File: src/tile_grid_aabb_mover_macros.svh
// ----------------------------------------------------------------------------
// Assertion macros for the tile grid box mover
// Concurrent checks clocked on clk and disabled while rst_n is low.
// ----------------------------------------------------------------------------
`ifndef TILE_GRID_AABB_MOVER_MACROS_SVH
`define TILE_GRID_AABB_MOVER_MACROS_SVH

`ifndef ASSERT_OFF
// property must hold at every clock edge out of reset
`define ASSERT_PROP(lbl, prop, msg) \
    lbl: assert property (@(posedge clk) disable iff (!rst_n) prop) else $error(msg);
// expression must never be true out of reset
`define ASSERT_NEVER(lbl, expr, msg) \
    lbl: assert property (@(posedge clk) disable iff (!rst_n) !(expr)) else $error(msg);
`else
`define ASSERT_PROP(lbl, prop, msg)
`define ASSERT_NEVER(lbl, expr, msg)
`endif

`endif

File: src/tgam_pkg.sv
// ----------------------------------------------------------------------------
// tgam_pkg
// Types, constants and codes shared by the tile grid box mover.
// ----------------------------------------------------------------------------
package tgam_pkg;

    localparam int MAP_COLS_LOG2 = 6;
    localparam int MAP_ROWS_LOG2 = 6;
    localparam int MAP_IDX_W     = MAP_COLS_LOG2 + MAP_ROWS_LOG2;
    localparam int TILE_ADDR_W   = 12;
    localparam int MAP_DEPTH     = 1 << TILE_ADDR_W;
    localparam int ONE_PIXEL     = 256;
    localparam int FRAC_BITS     = 8;
    // working width for positions, edges and tile coordinates
    localparam int WW            = 36;
    localparam int CFG_DATA_W    = 24;

    localparam logic OP_WRITE = 1'b0;
    localparam logic OP_MOVE  = 1'b1;

    typedef enum logic [2:0] {
        CFG_GRAVITY_X    = 3'd0,
        CFG_GRAVITY_Y    = 3'd1,
        CFG_DELTA_TIME   = 3'd2,
        CFG_MAX_SPEED    = 3'd3,
        CFG_TILE_SHIFT_X = 3'd4,
        CFG_TILE_SHIFT_Y = 3'd5
    } cfg_idx_t;

    typedef struct packed {
        logic                   opcode;
        logic [11:0]            tile_addr;
        logic                   tile_solid;
        logic signed [31:0]     pos_x;
        logic signed [31:0]     pos_y;
        logic [23:0]            size_w;
        logic [23:0]            size_h;
        logic signed [23:0]     vel_x;
        logic signed [23:0]     vel_y;
        logic signed [23:0]     accel_x;
        logic signed [23:0]     accel_y;
        logic                   use_gravity;
    } in_item_t;

    typedef struct packed {
        logic signed [31:0]     new_pos_x;
        logic signed [31:0]     new_pos_y;
        logic signed [23:0]     new_vel_x;
        logic signed [23:0]     new_vel_y;
        logic                   hit_x;
        logic                   hit_y;
    } out_item_t;

    typedef struct packed {
        logic signed [23:0]     gravity_x;
        logic signed [23:0]     gravity_y;
        logic [15:0]            delta_time;
        logic [22:0]            max_speed;
        logic [3:0]             tile_shift_x;
        logic [3:0]             tile_shift_y;
    } cfg_t;

    typedef struct packed {
        logic                   clearing;
        logic                   busy;
    } back_status_t;

    typedef enum logic [3:0] {
        ST_CLEAR,
        ST_IDLE,
        ST_ACC,
        ST_VEL,
        ST_POS,
        ST_EDGE,
        ST_ADDR,
        ST_READ,
        ST_RDW,
        ST_FIN
    } back_state_t;

endpackage

File: src/tgam_front.sv
// ----------------------------------------------------------------------------
// tgam_front
// Two-entry input queue; flags move transactions for the back end.
// ----------------------------------------------------------------------------
module tgam_front (
    input  logic                clk,
    input  logic                rst_n,
    input  logic                enq,
    input  tgam_pkg::in_item_t  enq_item,
    output logic                q_full,
    output logic                q_valid,
    output logic                q_is_move,
    output tgam_pkg::in_item_t  q_item,
    input  logic                deq
);
    import tgam_pkg::*;

    in_item_t    slot_reg [2];
    logic        wr_ptr_reg, wr_ptr_next;
    logic        rd_ptr_reg, rd_ptr_next;
    logic [1:0]  count_reg, count_next;

    assign q_full    = (count_reg == 2'd2);
    assign q_valid   = (count_reg != 2'd0);
    assign q_item    = slot_reg[rd_ptr_reg];
    assign q_is_move = (q_item.opcode == OP_MOVE);

    always_comb
    begin
        wr_ptr_next = wr_ptr_reg ^ enq;
        rd_ptr_next = rd_ptr_reg ^ deq;
        count_next  = count_reg + {1'b0, enq} - {1'b0, deq};
    end

    always_ff @(posedge clk or negedge rst_n)
    begin
        if (!rst_n)
        begin
            wr_ptr_reg <= 1'b0;
            rd_ptr_reg <= 1'b0;
            count_reg  <= 2'd0;
        end
        else
        begin
            wr_ptr_reg <= wr_ptr_next;
            rd_ptr_reg <= rd_ptr_next;
            count_reg  <= count_next;
        end
    end

    always_ff @(posedge clk)
    begin
        if (enq)
        begin
            slot_reg[wr_ptr_reg] <= enq_item;
        end
    end

endmodule

File: config.mk
export PLATFORM = sky130hd
export DESIGN_NAME = tgam_front
export DESIGN_NICKNAME = d
export VERILOG_FILES = /design/src/tile_grid_aabb_mover_macros.svh /design/src/tgam_pkg.sv /design/src/tgam_front.sv
export SDC_FILE = /design/constraint.sdc
export NUM_CORES = 1
export LEC_CHECK = 0
export ABC_AREA = 1
export BUFFER_PORTS_ARGS = -buffer_cell sky130_fd_sc_hd__buf_2
export CAP_MARGIN = 20
export CORE_UTILIZATION = 53
export DETAILED_ROUTE_END_ITERATION = 10
export PLACE_DENSITY = 0.87
export SETUP_SLACK_MARGIN = 0.5
export SLEW_MARGIN = 20
export SYNTH_ARGS = -nofsm -noshare
export SYNTH_HDL_FRONTEND = slang
export SYNTH_SLANG_ARGS = --single-unit
File: constraint.sdc
create_clock -name clk -period 6.9 [get_ports clk]
set_input_delay 1.725 -clock clk [delete_from_list [all_inputs] [get_ports clk]]
set_output_delay 1.725 -clock clk [all_outputs]
set_load 0.01 [all_outputs]
# Word level (Yosys, flattened, before mapping)
# Memory sizes are Yosys's and may differ from the RTL's.
# Cells that the tools add are included.
[word_totals]
regBits = 4
ramBits = 446
input_bits = 227
out_inout_bits = 226
wordCells = 12
n_memories = 1
[classes]
addsub = 2
eq_ne = 1
mux = 2
bitwise = 2
n_reduce_logical = 1
[memory_table]
columns = ["name", "depth", "width", "rd", "rd_clocked_by_memory_dff", "wr", "line_no", "text"]
rows = [
  ["slot_reg", 2, 223, 1, 0, 1, "tgam_front.sv:18", "in_item_t slot_reg [2];"],
]
[ops]
columns = ["operator", "count"]
rows = [
  ["2-bit by 1-bit adder with 2-bit output", 1],
  ["2-bit equality test, second input constant", 1],
  ["1-bit 2-to-1 mux", 2],
  ["2-bit nonzero test", 1],
  ["2-bit by 1-bit subtractor with 2-bit output", 1],
  ["1-bit bitwise XOR", 2],
]

# Logic depth before layout (Yosys ltp)
# Gate-level depths: netlist of the first run.
[logic_depth]
word_depth = 2
mapped_depth = 7
mapped_depth_nobuf = 7

# Worst setup path after synthesis of the first run
# No wires, ideal clock.
[synth_path]
path_kind = "input to register"
startpoint = "in enq"
endpoint = "mem slot_reg[0][0] in the netlist's numbering (enable)"
setup_time_ps = 613
t_arrival_ps = 6875
t_required_ps = 6287
path_slack_ps = -588
stages = 1
n_path_buf = 0
cell_sequence = "ha_1"
[synth_between]
elab_chain_len = 2
[synth_rtl]
columns = ["element", "line_no", "text"]
rows = [
  ["start, declared", "tgam_front.sv:8", "input logic enq,"],
  ["1-bit 2-to-1 mux", "tgam_front.sv:53", "if (enq)"],
  ["1-bit 2-to-1 mux (implied by the code)", "tgam_front.sv:55", "slot_reg[wr_ptr_reg] <= enq_item;"],
  ["end, declared", "tgam_front.sv:18", ""],
]
# No other way between the ends.

==> summary.txt, run 1 <==
DR WL/cell: 17.3 µm
Routed WL: 36.6 mm
Min-Delay Path Depth: 3
Seq/Total Area, Yosys: 78.2%
highest cell delay on the worst timing path: 1.02 ns
critical hold path startpoint: count_reg[1]
aggregate negative setup slack: 0 ns
gpl congestion: 0.805
unrepaired setup endpoints after global routing: false
buffer levels on the longest clock path: 3
crit path max-delay cell type: dfrtp_4
DRC violation count after routing: 0
Layout Area Growth over Synthesis: 22.2%
Post-Syn Instances: 1,190
final count of pins violating max slew: 0
maximum number of pins on one net before global-route repair: 174
critical path fanouts, max: 138
post-synthesis area per instance: 14.5 µm²
highest achievable clock rate: 225 MHz
number of instances resized during post-cts repair: 0
Reg-to-Reg End: slot_reg[0][88]
Inserted Clock Buffers: 44
launch point of the worst reg-to-reg path: wr_ptr_reg
final clock period utilization by the worst path: 64.4%
1st-pass router iterations: 5
vertical die dimension: 182 µm
setup violators final: 0
number of antenna violations at the first check in global routing: 10
data required time of the worst path: 5.18 ns
share of post-route cells with drive strength above 1: 37.3%
number of vias in the routed layout: 10.4k
data arrival at the endpoint of the critical path: 2.72 ns
time the final worst path needs with I/O delays and setup: 4.44 ns
Std-Cell Rows: 65
commonest non-fill, non-tap cell in the layout: buf_2
number of nets in the layout: 1,877
initial core utilization: 54.3%
classification of the worst-slack hold path: reg -> reg
number of top-level design ports: 453
global-route wire length before repair: 54.8 mm
Total Die Area: 33,300 µm²
type of the worst setup path: reg -> out
quantity of I/O buffers inserted on ports: 452
cell accounting for the most synthesized area: edfxtp_1
number of distinct standard cells referenced by the synthesized netlist: 13
Worst Setup Slack, final: 2.46 ns
via count of the first global-routing pass: 10.5k
global routing usage summed across all routing layers: 21.5%
Die Width: 182 µm
Largest register FFs: 446
number of H-tree branching levels: 2
Synth warnings: 0
kind of start point of the critical path: register
Std-Cell Core Area: 31,800 µm²
TritonCTS clock tree: done
residual antenna-violating net count after detailed routing: 0
Final Hold Violating Endpoints: 0
Reg2Reg Setup Slack: 4.57 ns
count of max-cap constraint violations: 0
post-CTS setup buffer count: 0
Worst setup EP type: primary output
clock transition time at the flip-flop clock pins of the worst setup and hold paths: 0.06 ns
hold buffer count at cts: 0
worst setup timing slack at the placement stage: 3.02 ns
top library cells by usage in the layout, fill and taps aside: buf_2 (452), edfxtp_1 (446), inv_1 (230)
worst reg-to-reg path cell count: 3
post-synthesis register bit count: 450
placed cell areas: 19,700 µm²
Min-Delay Endpoint: count_reg[1]
Iter 0 DRT Violations: 641
ordered list of cells on the worst path: buf_12 -> nand2_1 -> o21ai_2 -> buf_2
top cell type's share of synthesized area: 77.6%
estimated wirelength of the detail-placed design: 24.9 mm
Syn Nets: 1,421
leakage component of the power: 8.99 nW
worst-case clock skew: 0.0131 ns
worst vdd rail ir drop: 0.000326 V
global route overflow: 0
Rel. slew slack: 39.9%
Pwr Density: 416 nW/µm²
clock network latency to the later pin of the worst-skew pair: 0.53 ns
synth top area cells: edfxtp_1 (78%), o21ai_2 (5.1%), inv_1 (5.0%), nand2_1 (5.0%), o21ai_1 (3.6%)
post-synth design cell area: 17,300 µm²
measured slew at the worst slew-check pin: 0.902 ns
status: finished, final reports clean
detail-routed via count per cell: 4.92
CTS Sinks: 450
post-route design area: 21,100 µm²
library cell used as clock root buffer: clkbuf_16
-- power by group --
part	total, mW	internal [mW]	switching [mW]
Combinational	2.71	0.929	1.78
Sequential	3.83	3.63	0.199
Clock	2.24	1.30	0.941
Total	8.78	5.86	2.92
-- cells by family (layout without fill, tap and decap cells) --
logic type / after synthesis / in the layout / synth area share [%]
compound gates: 223 / 223 / 8.64
xor+xnor: 1 / 1 / 0.0508
fa+ha+maj: 4 / 4 / 0.290
buf+inv: 281 / 762 / 7.77
flops: 450 / 450 / 78.2
other cells: 0 / 7 / 0
simple gates: 231 / 231 / 5.03
-- cells in the mapped netlist --
library cell  number
inv_1            230
nand2_1          229
o21ai_2          100
edfxtp_1         446
buf_6             26
xor2_1             1
nor2_1             1
ha_1               4
buf_4             24
buf_2              1
nand3_1            1
dfrtp_1            4
o21ai_1          123
-- final cells by class --
cell class	count	area, µm²
Clock inverter	20	184
Sequential cell	450	13500
Multi-Input combinational cell	459	2440
Timing Repair Buffer	461	2380
Inverter	230	863
Tap cell	435	544
Antenna cell	7	17.5
Fill cell	2188	10700
Clock buffer	51	1150
-- through the flow --
step / util [%] / instances / power (mW) / hold WS, ns
after detailed placement: 62.0 / 2035 / 6.60 / 0.555
after global placement: 62.0 / 2035 / 6.48 / 0.538
after floorplan: - / 1190 / 5.71 / 0.524
after CTS: 66.2 / 2106 / 8.84 / 0.567
after global routing: 66.3 / 2113 / 9.20 / 0.617
final: 66.3 / 2113 / 8.78 / 0.571
-- worst max-delay path, delay by kind of cell (launching register included) --
| family | cells | cell delay (ns) |
|---|---|---|
| AOI/OAI and AO/OA | 1 | 0.11 |
| buffers and inverters | 2 | 0.70 |
| DFF | 1 | 1.02 |
| and+or+nand+nor | 1 | 0.18 |
-- worst max-delay path by stage --
stage,slack (ns),depth (start not counted),endpoint,from
floorplan,1.88,1,slot_reg[1][0],enq
global placement,3.09,4,q_item[139],rd_ptr_reg
detailed placement,3.02,4,q_item[140],rd_ptr_reg
CTS,2.42,4,q_item[149],rd_ptr_reg
global route,2.23,4,q_item[134],rd_ptr_reg
finish,2.46,4,q_item[149],rd_ptr_reg
-- layer usage --
layer | up-vias | wire (µm) | track usage (%)
met2 | 416 | 19800 | 39.7
met5 | - | 48 | 0
met1 | 4908 | 12500 | 23.2
met3 | 90 | 3000 | 5.77
met4 | 8 | 1210 | 9.24
li1 | 4967 | - | -
Power figures use the tool's default switching activity.
==> inputs of run 2 (changes only) <==
clock period = 4.7 ns   (was 6.9 ns; I/O delays follow)
==> summary.txt, run 2 (same netlist as run 1, synthesis figures left out) <==
crit path max-delay cell type: dfrtp_4
kind of start point of the critical path: register
share of post-route cells with drive strength above 1: 38.0% (+0.61 points)
post-route design area: 21,300 µm² (+1.2%)
Std-Cell Core Area: 31,800 µm² (unchanged)
Routed WL: 37.4 mm (+2.3%)
number of antenna violations at the first check in global routing: 13 (+3)
number of top-level design ports: 453 (unchanged)
maximum number of pins on one net before global-route repair: 70 (-60%)
Layout Area Growth over Synthesis: 23.7%
post-CTS setup buffer count: 0 (unchanged)
number of vias in the routed layout: 10.6k (+2.3%)
Largest register FFs: 446 (unchanged)
number of nets in the layout: 1,891 (+0.75%)
worst vdd rail ir drop: 0.000470 V (+44%)
worst-case clock skew: 0.0106 ns (-0.00246 ns)
unrepaired setup endpoints after global routing: false
aggregate negative setup slack: 0 ns (unchanged)
global routing usage summed across all routing layers: 21.7% (+0.19 points)
measured slew at the worst slew-check pin: 0.888 ns (-0.0146 ns)
Reg2Reg Setup Slack: 2.64 ns (-1.93 ns)
DRC violation count after routing: 0 (unchanged)
Die Width: 182 µm (unchanged)
final count of pins violating max slew: 0 (unchanged)
vertical die dimension: 182 µm (unchanged)
type of the worst setup path: reg -> out
startpoint of the most critical setup path: rd_ptr_reg
Final Hold Violating Endpoints: 0 (unchanged)
initial core utilization: 54.3% (unchanged)
count of max-cap constraint violations: 0 (unchanged)
data required time of the worst path: 3.52 ns (-1.66 ns)
buffers and inverters on the worst path: 2 (unchanged)
highest cell delay on the worst timing path: 0.94 ns (-0.08 ns)
TritonCTS clock tree: done
critical path fanouts, max: 63 (-54%)
residual antenna-violating net count after detailed routing: 0 (unchanged)
Layout fillers: 2,100 (-4.0%)
gpl congestion: 0.882 (+9.5%)
clock transition time at the flip-flop clock pins of the worst setup and hold paths: 0.06 ns (about the same)
ordered list of cells on the worst path: buf_4 -> nand2_1 -> o21ai_1 -> buf_2
hold buffer count at cts: 0 (unchanged)
commonest non-fill, non-tap cell in the layout: buf_2
estimated wirelength of the detail-placed design: 26.1 mm (+4.6%)
placed cell areas: 19,900 µm² (+0.81%)
data arrival at the endpoint of the critical path: 2.35 ns (-0.37 ns)
worst hold margin: 0.448 ns (-0.123 ns)
Rel. slew slack: 40.8% (+0.97 points)
leakage component of the power: 9.11 nW (+1.3%)
global route overflow: 0 (unchanged)
time the final worst path needs with I/O delays and setup: 3.53 ns
Reg-to-Reg End: slot_reg[0][155]
cell type group with the largest total delay on the critical path: flip-flops
Total Die Area: 33,300 µm² (unchanged)
final clock period utilization by the worst path: 75.0%
worst reg-to-reg path cell count: 3 (unchanged)
quantity of I/O buffers inserted on ports: 452 (unchanged)
setup violators final: 0 (unchanged)
top library cells by usage in the layout, fill and taps aside: buf_2 (452), edfxtp_1 (446), inv_1 (230)
global-route wire length before repair: 54.9 mm (+0.35%)
highest achievable clock rate: 284 MHz
Inserted Clock Buffers: 45 (+2.3%)
Std-Cell Rows: 65 (unchanged)
launch point of the worst reg-to-reg path: wr_ptr_reg
classification of the worst-slack hold path: in -> async
Worst setup EP type: primary output
buffer levels on the longest clock path: 3 (unchanged)
worst setup timing slack at the placement stage: 1.70 ns (-1.32 ns)
DR WL/cell: 17.5 µm (+1.1%)
clock network latency to the later pin of the worst-skew pair: 0.53 ns (about the same)
1st-pass router iterations: 4 (-1)
library cell used as clock root buffer: clkbuf_16
Iter 0 DRT Violations: 714 (+11%)
detail-routed via count per cell: 4.97 (+1.1%)
Core Util, Final: 67.1% (+0.81 points)
CTS Sinks: 450 (unchanged)
Pwr Density: 617 nW/µm² (+48%)
number of H-tree branching levels: 2 (unchanged)
number of instances resized during post-cts repair: 0 (unchanged)
via count of the first global-routing pass: 10.7k (+1.9%)
status: finished, final reports clean
Worst Setup Slack, final: 1.17 ns (-1.28 ns)
run 2: cell count changes in the layout (fill, tap and decap cells not counted), moves of 2 or more:
cell / before / now
buf_4: 5 / 13
buf_12: 4 / 9
clkbuf_8: 0 / 4
clkinvlp_4: 0 / 3
diode_2: 7 / 10
clkbuf_1: 6 / 8
clkbuf_16: 45 / 47
clkinv_1: 5 / 7
inv_6: 3 / 1
run 2: stage by stage:
| step | power (mW) | std cells |
|---|---|---|
| 2_1_floorplan | 8.35 | 1190 |
| 3_3_place_gp | 9.69 | 2048 |
| 3_5_place_dp | 9.86 | 2048 |
| 4_1_cts | 13.3 | 2129 |
| 5_1_grt | 13.8 | 2138 |
| 6_report | 13.2 | 2139 |
run 2: how the worst max path moves through the flow:
stage / endpoint / slack, ns / depth (start not counted)
final: q_item[55] / 1.17 / 4
after global routing: q_item[81] / 0.99 / 4
after CTS: q_item[55] / 1.12 / 4
after detailed placement: q_item[81] / 1.70 / 4
after global placement: slot_reg[1][64] / 1.75 / 3
after floorplan: slot_reg[0][0] / 1.48 / 1
run 2: power breakdown:
| group | internal, mW | switching (mW) |
|---|---|---|
| logic | 1.46 | 2.70 |
| clock network | 2.00 | 1.40 |
| registers | 5.32 | 0.282 |
run 2: area by class of cell:
| class | instances | area, µm² | share of cell area (%) |
|---|---|---|---|
| Timing Repair Buffer | 474 | 2540 | 11.9 |
| Clock buffer | 59 | 1260 | 5.91 |
| Inverter | 230 | 863 | 4.05 |
| Sequential cell | 450 | 13500 | 63.3 |
| Antenna cell | 10 | 25.0 | 0.117 |
| Clock inverter | 22 | 163 | 0.762 |
| Multi-Input combinational cell | 459 | 2440 | 11.5 |
| Tap cell | 435 | 544 | 2.55 |
run 2: metal layers:
| metal | up-vias | GRT usage (%) | wire length (µm) |
|---|---|---|---|
| met5 | - | 0 | 12 |
| met4 | 2 | 11.1 | 1590 |
| met3 | 111 | 5.81 | 2990 |
| met2 | 520 | 38.7 | 19300 |
| met1 | 4987 | 23.8 | 13500 |
| li1 | 5008 | - | - |
==> inputs of run 3 (changes only) <==
CORE_UTILIZATION = 48   (was 53)
PLACE_DENSITY = 0.84   (was 0.87)
clock period = 3.2 ns   (was 4.7 ns; I/O delays follow)
==> summary.txt, run 3 (same netlist as run 1, synthesis figures left out) <==
Core Util, Final: 66.1% (-1.0 points)
number of vias in the routed layout: 11.1k (+4.7%)
Total Die Area: 36,700 µm² (+10%)
via count of the first global-routing pass: 10.8k (+1.4%)
placed cell areas: 20,000 µm² (+0.58%)
Largest register FFs: 446 (unchanged)
data arrival at the endpoint of the critical path: 1.91 ns (-0.44 ns)
worst reg-to-reg path cell count: 3 (unchanged)
Std-Cell Core Area: 35,500 µm² (+12%)
share of post-route cells with drive strength above 1: 46.6% (+8.6 points)
library cell used as clock root buffer: clkbuf_16
launch point of the worst reg-to-reg path: wr_ptr_reg
timing endpoint of the critical path: q_item[59]
Rel. slew slack: 58.9% (+18 points)
buffer levels on the longest clock path: 3 (unchanged)
type of the worst setup path: reg -> out
critical path fanouts, max: 18 (-71%)
global-route wire length before repair: 57.1 mm (+3.9%)
top library cells by usage in the layout, fill and taps aside: edfxtp_1 (446), buf_2 (427), inv_1 (230)
CTS Sinks: 450 (unchanged)
number of top-level design ports: 453 (unchanged)
clock transition time at the flip-flop clock pins of the worst setup and hold paths: 0.06 ns (about the same)
detail-routed via count per cell: 5.02 (+1.1%)
quantity of I/O buffers inserted on ports: 452 (unchanged)
post-route design area: 23,400 µm² (+9.9%)
Iter 0 DRT Violations: 646 (-9.5%)
worst setup timing slack at the placement stage: 0.810 ns (-0.889 ns)
DR WL/cell: 20.0 µm (+14%)
status: finished, final reports clean
residual antenna-violating net count after detailed routing: 0 (unchanged)
DRC violation count after routing: 0 (unchanged)
Reg-to-Reg End: slot_reg[0][132]
Worst Setup Slack, final: 0.493 ns (-0.680 ns)
TritonCTS clock tree: done
non-filler cells, final: 2,215 (+3.6%)
number of H-tree branching levels: 2 (unchanged)
Reg2Reg Setup Slack: 1.61 ns (-1.03 ns)
Pwr Density: 965 nW/µm² (+56%)
initial core utilization: 48.6% (-5.6 points)
highest cell delay on the worst timing path: 0.53 ns (-0.41 ns)
worst-case clock skew: 0.00977 ns (-0.000838 ns)
hold buffer count at cts: 0 (unchanged)
Inserted Clock Buffers: 45 (unchanged)
Die Width: 192 µm (+5.0%)
number of antenna violations at the first check in global routing: 9 (-4)
kind of start point of the critical path: register
1st-pass router iterations: 5 (+1)
global route overflow: 0 (unchanged)
worst vdd rail ir drop: 0.000695 V (+48%)
clock network latency to the later pin of the worst-skew pair: 0.56 ns (+0.03 ns)
gpl congestion: 0.824 (-6.6%)
dominant cell type by count on the critical path: buf_6
measured slew at the worst slew-check pin: 0.617 ns (-0.270 ns)
number of nets in the layout: 1,946 (+2.9%)
leakage component of the power: 10.0 nW (+10%)
data required time of the worst path: 2.40 ns (-1.12 ns)
worst hold margin: 0.0407 ns (-0.407 ns)
Routed WL: 44.2 mm (+18%)
crit path max-delay cell type: dfrtp_4
final count of pins violating max slew: 0 (unchanged)
maximum number of pins on one net before global-route repair: 106 (+51%)
global routing usage summed across all routing layers: 20.8% (-0.96 points)
Layout Area Growth over Synthesis: 35.9%
classification of the worst-slack hold path: in -> async
overall power of the completed layout: 22.6 mW (+72%)
aggregate negative setup slack: 0 ns (unchanged)
count of placed standard cells including taps: 2,080 (+1.6%)
ordered list of cells on the worst path: buf_6 -> buf_6 -> buf_12 -> nand2_1 -> o21ai_4 -> buf_6
count of max-cap constraint violations: 0 (unchanged)
startpoint of the most critical setup path: rd_ptr_reg
vertical die dimension: 192 µm (+5.0%)
highest achievable clock rate: 369 MHz
Std-Cell Rows: 69 (+6.2%)
commonest non-fill, non-tap cell in the layout: edfxtp_1
Worst setup EP type: primary output
Final Hold Violating Endpoints: 0 (unchanged)
estimated wirelength of the detail-placed design: 24.9 mm (-4.4%)
final clock period utilization by the worst path: 84.6%
setup violators final: 0 (unchanged)
unrepaired setup endpoints after global routing: true
time the final worst path needs with I/O delays and setup: 2.71 ns
[run 3: cell types whose count changed in the layout (fill, tap and decap cells not counted), sizes merged]
cell / change
buf: +43
clkbuf: +11
diode: -5
bufinv: +3
clkinv: -3
bufbuf: +1
clkinvlp: -1
inv: +1
[run 3: per-layer routing]
layer  global-route usage [%]  wire length [µm]
met5                        0                55
met4                     10.1              1870
met3                     6.92              4130
met2                     37.3             22800
met1                     21.7             15400
[run 3: report_power, final]
group / total [mW] / internal (mW) / switching (mW)
combinational: 9.18 / 4.02 / 5.17
sequential: 8.18 / 7.83 / 0.356
clock: 5.24 / 3.09 / 2.15
[run 3: worst min path at each step]
stage	end	depth (start not counted)	slack (ns)
final	count_reg[0]	1	0.04
after global routing	count_reg[0]	1	0.02
after CTS	count_reg[0]	1	0.006
after floorplan	count_reg[0]	0	0.50
after global placement	count_reg[1]	3	0.54
after detailed placement	count_reg[1]	3	0.56
[run 3: critical path, delay by kind of cell (launching register included)]
kind / cells / cell delay, ns
buf+inv: 4 / 0.56
flops: 1 / 0.53
simple gates: 1 / 0.14
compound gates: 1 / 0.10
[run 3: cell type report]
cell class,count,area [µm²]
Sequential cell,450,13500
Clock inverter,22,236
Clock buffer,59,1220
Tap cell,461,577
Antenna cell,5,12.5
Multi-Input combinational cell,459,3130
Inverter,230,863
Timing Repair Buffer,529,3910
Fill cell,2289,12000
[run 3: timing repair]
action	in CTS	in global routing
setup endpoints to repair	187	189
cloned	17	16
buffers inserted	12	4
resized for setup	95	172
pin swaps	33	30
